<file path="src/rtl/core/lca_pkg.sv">
// Package of shared types, codes and constants for the linear classifier argmax unit.
`timescale 1ns / 1ps

package lca_pkg;

  // Field widths fixed by the item format.
  localparam int OP_W     = 2;
  localparam int CLS_W    = 4;
  localparam int FIDX_W   = 10;
  localparam int VALUE_W  = 16;
  localparam int SCORE_W  = 48;
  localparam int PROD_W   = 2 * VALUE_W;
  localparam int CFG_W    = 11;
  localparam int CFG_IDX_W = 1;

  // Default sizes of the weight and bias stores.
  localparam int DEF_CLASSES  = 10;
  localparam int DEF_FEATURES = 1024;

  // Register values after reset.
  localparam int RST_CLASSES  = 10;
  localparam int RST_FEATURES = 514;

  // Configuration register indexes.
  localparam logic [CFG_IDX_W-1:0] CFG_CLASSES  = 1'd0;
  localparam logic [CFG_IDX_W-1:0] CFG_FEATURES = 1'd1;

  // Saturation limits of a Q24.24 score.
  localparam logic signed [SCORE_W-1:0] SUM_MAX = {1'b0, {(SCORE_W-1){1'b1}}};
  localparam logic signed [SCORE_W-1:0] SUM_MIN = {1'b1, {(SCORE_W-1){1'b0}}};

  // Input operation codes.
  typedef enum logic [OP_W-1:0] {
    OP_WEIGHT = 2'd0,
    OP_BIAS   = 2'd1,
    OP_SAMPLE = 2'd2
  } lca_op_t;

  // Sequencer states.
  typedef enum logic [1:0] {
    ST_IDLE,
    ST_MAC,
    ST_BIAS,
    ST_OUT
  } lca_state_t;

  // Control from the sequencer to the datapath.
  typedef struct packed {
    logic             mul_en;
    logic [CLS_W-1:0] mul_cls;
    logic             bias_en;
    logic [CLS_W-1:0] bias_cls;
    logic             first;
    logic             bias_we;
    logic [CLS_W-1:0] bias_widx;
    logic             clr;
  } lca_ctl_t;

endpackage

</file>
<file path="src/rtl/core/lca_datapath.sv">
// Shared multiplier, saturating adder, class sums, bias store and argmax tracker.
`timescale 1ns / 1ps

module lca_datapath #(
  parameter int CLASSES = lca_pkg::DEF_CLASSES
) (
  input  logic                                clk,
  input  logic                                rst_n,
  input  lca_pkg::lca_ctl_t                   ctl,
  input  logic signed [lca_pkg::VALUE_W-1:0]  weight,
  input  logic signed [lca_pkg::VALUE_W-1:0]  sample,
  input  logic signed [lca_pkg::VALUE_W-1:0]  bias_wdata,
  output logic [lca_pkg::CLS_W-1:0]           best_cls,
  output logic signed [lca_pkg::SCORE_W-1:0]  best_score,
  output logic                                busy
);

  import lca_pkg::*;

  localparam int IW = $clog2(CLASSES);

  logic signed [SCORE_W-1:0] sums_r [CLASSES];
  logic signed [VALUE_W-1:0] bias_r [CLASSES];

  logic signed [PROD_W-1:0]  prod_r;
  logic [IW-1:0]             prod_cls_r;
  logic                      prod_v_r;

  logic signed [SCORE_W-1:0] s_r;
  logic [IW-1:0]             s_cls_r;
  logic                      s_first_r;
  logic                      s_v_r;

  logic [SCORE_W-1:0]        best_abs_r;
  logic signed [SCORE_W-1:0] best_score_r;
  logic [IW-1:0]             best_cls_r;

  logic [IW-1:0]             sel_idx;
  logic signed [VALUE_W-1:0] sel_bias;
  logic signed [SCORE_W-1:0] addend;
  logic signed [SCORE_W:0]   sum_wide;
  logic signed [SCORE_W-1:0] sum_sat;
  logic [SCORE_W-1:0]        s_abs;
  logic                      take;

  // One adder serves both the accumulation and the bias addition.
  always_comb begin
    sel_idx  = prod_v_r ? prod_cls_r : ctl.bias_cls[IW-1:0];
    sel_bias = bias_r[sel_idx];
    if (prod_v_r) begin
      addend = {{(SCORE_W-PROD_W){prod_r[PROD_W-1]}}, prod_r};
    end else begin
      addend = {{(SCORE_W-VALUE_W-12){sel_bias[VALUE_W-1]}}, sel_bias, 12'b0};
    end
    sum_wide = {sums_r[sel_idx][SCORE_W-1], sums_r[sel_idx]} + {addend[SCORE_W-1], addend};
    if (sum_wide[SCORE_W] != sum_wide[SCORE_W-1]) begin
      sum_sat = sum_wide[SCORE_W] ? SUM_MIN : SUM_MAX;
    end else begin
      sum_sat = sum_wide[SCORE_W-1:0];
    end
  end

  // Magnitude compare of the biased score against the best so far.
  always_comb begin
    s_abs = s_r[SCORE_W-1] ? (~s_r + 1'b1) : s_r;
    take  = s_v_r && (s_first_r || (s_abs > best_abs_r));
  end

  // Pipeline valid flags.
  always_ff @(posedge clk) begin
    if (!rst_n) begin
      prod_v_r <= 1'b0;
      s_v_r    <= 1'b0;
    end else begin
      prod_v_r <= ctl.mul_en;
      s_v_r    <= ctl.bias_en;
    end
  end

  // Product stage and biased score stage.
  always_ff @(posedge clk) begin
    if (ctl.mul_en) begin
      prod_r     <= weight * sample;
      prod_cls_r <= ctl.mul_cls[IW-1:0];
    end
    if (ctl.bias_en) begin
      s_r       <= sum_sat;
      s_cls_r   <= ctl.bias_cls[IW-1:0];
      s_first_r <= ctl.first;
    end
    if (take) begin
      best_abs_r   <= s_abs;
      best_score_r <= s_r;
      best_cls_r   <= s_cls_r;
    end
  end

  // Class sums clear at reset and after every result.
  always_ff @(posedge clk) begin
    if (!rst_n || ctl.clr) begin
      for (int i = 0; i < CLASSES; i++) begin
        sums_r[i] <= '0;
      end
    end else if (prod_v_r) begin
      sums_r[prod_cls_r] <= sum_sat;
    end
  end

  // Bias store holds what was loaded.
  always_ff @(posedge clk) begin
    if (ctl.bias_we) begin
      bias_r[ctl.bias_widx[IW-1:0]] <= bias_wdata;
    end
  end

  assign best_cls   = CLS_W'(best_cls_r);
  assign best_score = best_score_r;
  assign busy       = prod_v_r | s_v_r;

endmodule
</file>
<file path="config.mk">
export PLATFORM = sky130hd
export DESIGN_NAME = lca_datapath
export DESIGN_NICKNAME = d
export VERILOG_FILES = /design/src/rtl/core/lca_pkg.sv /design/src/rtl/core/lca_datapath.sv
export SDC_FILE = /design/constraint.sdc
export NUM_CORES = 2
export LEC_CHECK = 0
export BUFFER_PORTS_ARGS = -buffer_cell sky130_fd_sc_hd__buf_2
export CAP_MARGIN = 10
export CORE_MARGIN = 4
export CORE_UTILIZATION = 64
export CTS_BUF_LIST = sky130_fd_sc_hd__clkbuf_16
export DETAILED_ROUTE_END_ITERATION = 12
export PLACE_DENSITY = 0.84
export SLEW_MARGIN = 20
export SYNTH_ARGS = -nofsm -noshare
export SYNTH_HDL_FRONTEND = slang
export SYNTH_SLANG_ARGS = --single-unit
</file>
<file path="constraint.sdc">
create_clock -name clk -period 10.9 [get_ports clk]
set_clock_uncertainty 0.15 [all_clocks]
set_input_delay 2.18 -clock clk [delete_from_list [all_inputs] [get_ports clk]]
set_output_delay 2.18 -clock clk [all_outputs]
set_load 0.02 [all_outputs]
</file>
==> results.toml <==
[min_path]
hold_start = "s_cls_r[0]"
min_to = "best_cls[0]"
holdCritPathClass = "reg2reg"
hold_depth = 0

[global_routing]
antenna_found_initial = 3
grt_max_degree = 109
grt_pass1_wl_mm = 234
grt_pass1_vias = 38500
grtUsageTotal = 0.319
globalRoute.totalOverflow = 0

[floorplan]
rows = 111
die_area_mm2 = 0.0972
die_w_um = 312
ioPinCount = 120
core_mm2 = 0.0917
initial_core_util = 0.644
die_h_um = 312

[clock_network]
clockRootBuffer = "clkbuf_16"
postCtsSetupBuffers = 0
clock_latency_ns = 0.69
clk_path_buf_depth = 3
clk_pin_slew_ns = 0.06
cts.sinks = 1118
ctsResizeCount = 0
numCtsBuffers = 103
cts_tree = "built"
htreeDepth = 3
cts_hold_buf = 0

[power_and_ir_drop]
seq_power_share = 0.324
power_density_mw_per_mm2 = 276
internal-power_mw = 10.7
power.share.switching = 0.399
p_sw_mw = 7.08
power.share.clock = 0.198
ir_drop_uv = 880
p_leak_nw = 25.3
pwr-share-comb = 0.478

[layout]
layout-drive-gt1-share = 0.138
final_cells = 5716
area_growth_pct = 8.77
final_nets = 4957

[routing]
num_vias = 38000
dr.first_iter.drc_count = 5234
met2_length_mm = 74.0
drc = 0
route.met3.wl_mm = 18.7
dr.pass1.iters = 6
routed_wirelength_mm = 155
ant_nets = 0
top_layer = "met4"
wl_per_cell_um = 27.1
via_per_inst = 6.64
drt-met1-wl_mm = 53.2

[sta]
fmax_ghz = 0.116
drv_slew = 0
min_period_over_period = 0.793
finalHoldViolCount = 0
worst_pin_slew_ns = 1.27
slew_headroom = 0.153
rsz0062_at_grt = "no"
tns_ns = 0
layout_min_cycle_time_ns = 8.64
final-setup-viol-count = 0

[yosys]
synth_area_per_cell_um2 = 13.4
syn-num-nets = 4917
yosys_warnings = 0
synth_area_mm2 = 0.0590
yosysTopAreaCellShare = 0.568
async_flop_share = 0
synth_top_flop_cell = "edfxtp_1"
synth_edf_count = 1116
postSynthCellCount = 4408
synth_area_leaders = "edfxtp_1 (57%), fa_1 (8.9%), mux4_2 (8.5%)"
synth_seq_cells = 1118
yosysTopAreaCell = "edfxtp_1"
synth_cell_type_count = 70
yosysSeqAreaShare = 0.568

[setup_path]
start_kind = "input pin"
path_max_fanout = 25
r2r_end = "best_abs_r[3]"
required_ns = 11.13
path_class = "in2reg"
cp.arrival_ns = 8.87
r2r_setup_slack_ns = 2.64
r2r_start = "s_r[7]"
critical_path.startpoint = "ctl[7]"
worst-r2r-cell-count = 18
end_kind = "flop"

[placement]
dp_cells = 5529
globalplace.congestion = 0.974
hpwl_mm = 98.4
io_buffers = 119

[flow_run]
drv_cap = 0

[run_status]
run_status = "finished clean"
[routing by layer]
layer / up-vias / track usage
li1: 15800 / -
met1: 18800 / 0.427
met2: 2893 / 0.509
met3: 531 / 0.0648
met4: 0 / 0.156
met5: - / 0
[power by group through the flow]
stage / Sequential [mW] / Clock (mW) / Combinational [mW]
5_1_grt: 5.77 / 3.71 / 9.36
6_report: 5.75 / 3.51 / 8.47
2_1_floorplan: 5.76 / 0 / 6.09
3_3_place_gp: 5.81 / 0 / 7.92
4_1_cts: 5.74 / 3.52 / 8.40
3_5_place_dp: 5.83 / 0 / 8.24
[synthesized netlist by cell type (all sizes together) (59+ instances only)]
cell type and count:
nand2 350, nor2 603, a21oi 93, mux4 222
ha 179, a31oi 59, and2 196, inv 384
fa 263, edfxtp 1116, xnor2 98, clkbuf 240
a211oi 64, o21ai 107
[registers in the layout, indices dropped and copies added (netlist names)]
signal      cells
s_r            48
best_score     47
prod_cls_r      4
prod_v_r        1
prod_r         32
s_v_r           1
best_abs_r     48
bias_r        160
best_cls        4
sums_r        768
s_first_r       1
s_cls_r         4
[placed cells by master, fill, tap and decap left out, types with 8 or more instances in the layout]
cell type  instances
a211oi_1          63
a21o_1            56
a21oi_1           91
a31oi_1           59
and2_1           195
and3_1            12
buf_2            119
buf_4             74
bufinv_16          9
clkbuf_16        105
clkinv_1          30
clkinv_2          14
edfxtp_1        1116
fa_1             263
ha_1             179
inv_1            405
maj3_1            13
mux2_2            15
mux4_2           222
nand2_1          341
nand2_2            9
nand2b_1          17
nand3_1           39
nand4_1           25
nor2_1           600
nor2b_1           17
nor3_1            26
o211ai_1          13
o21a_1            13
o21ai_0          105
o21bai_1          11
o31ai_1           19
or4_1              8
xnor2_1           98
xor2_1            22
[cells by family (layout without fill, tap and decap cells)]
logic type,after synthesis,after routing,share of synthesized area
mux,246,246,0.0891
buf+inv,649,770,0.0413
other cells,0,1,0
xor+xnor,120,120,0.0178
simple gates,1336,1336,0.101
compound gates,484,484,0.0532
flops,1118,1118,0.568
fa+ha+maj,455,455,0.129
[metrics by stage]
step	instance area (um^2)	hold slack, ns	setup slack, ns	utilization	power, mW
after global routing	64200	0.272	1.93	0.701	18.8
after CTS	64200	0.269	2.40	0.701	17.7
after floorplan	59000	0.250	2.77	-	11.8
after global placement	61000	0.253	1.94	0.665	13.7
after detailed placement	61000	0.255	1.78	0.665	14.1
final	64200	0.262	2.26	0.701	17.7
[area by class of cell]
type / instances / area (um^2)
diodes: 1 / 2.50
clock buffers: 105 / 2630
clock inverters: 81 / 596
fillers: 5760 / 27400
inverters: 384 / 1440
multi-input cells: 2641 / 23200
flip-flops and latches: 1118 / 33600
well taps: 1186 / 1480
repair buffers: 200 / 1290
[critical path, stage by stage]
cell       delay (ns)
buf_2            0.11
inv_1            0.10
o21a_4           0.43
buf_4            0.39
mux4_2           0.53
and2_1           0.18
a211oi_1         0.27
a31oi_1          0.13
fa_1             0.52
a211oi_1         0.29
o21ai_0          0.25
o2111a_1         0.33
o211ai_1         0.43
a2111oi_0        0.22
buf_4            0.19
o21ai_0          0.35
nand2_1          0.25
inv_2            0.47
a21o_1           0.54
buf_4            0.56
nor2_1           0.09
[worst max-delay path by stage]
stage                                to  cells after the start
after floorplan            sums_r[0][5]                     24
after detailed placement  sums_r[3][26]                     21
after global routing      sums_r[8][18]                     19
final                     sums_r[8][18]                     21
after CTS                 sums_r[3][27]                     21
after global placement    sums_r[0][26]                     21
(Power assumes the default switching activity.)
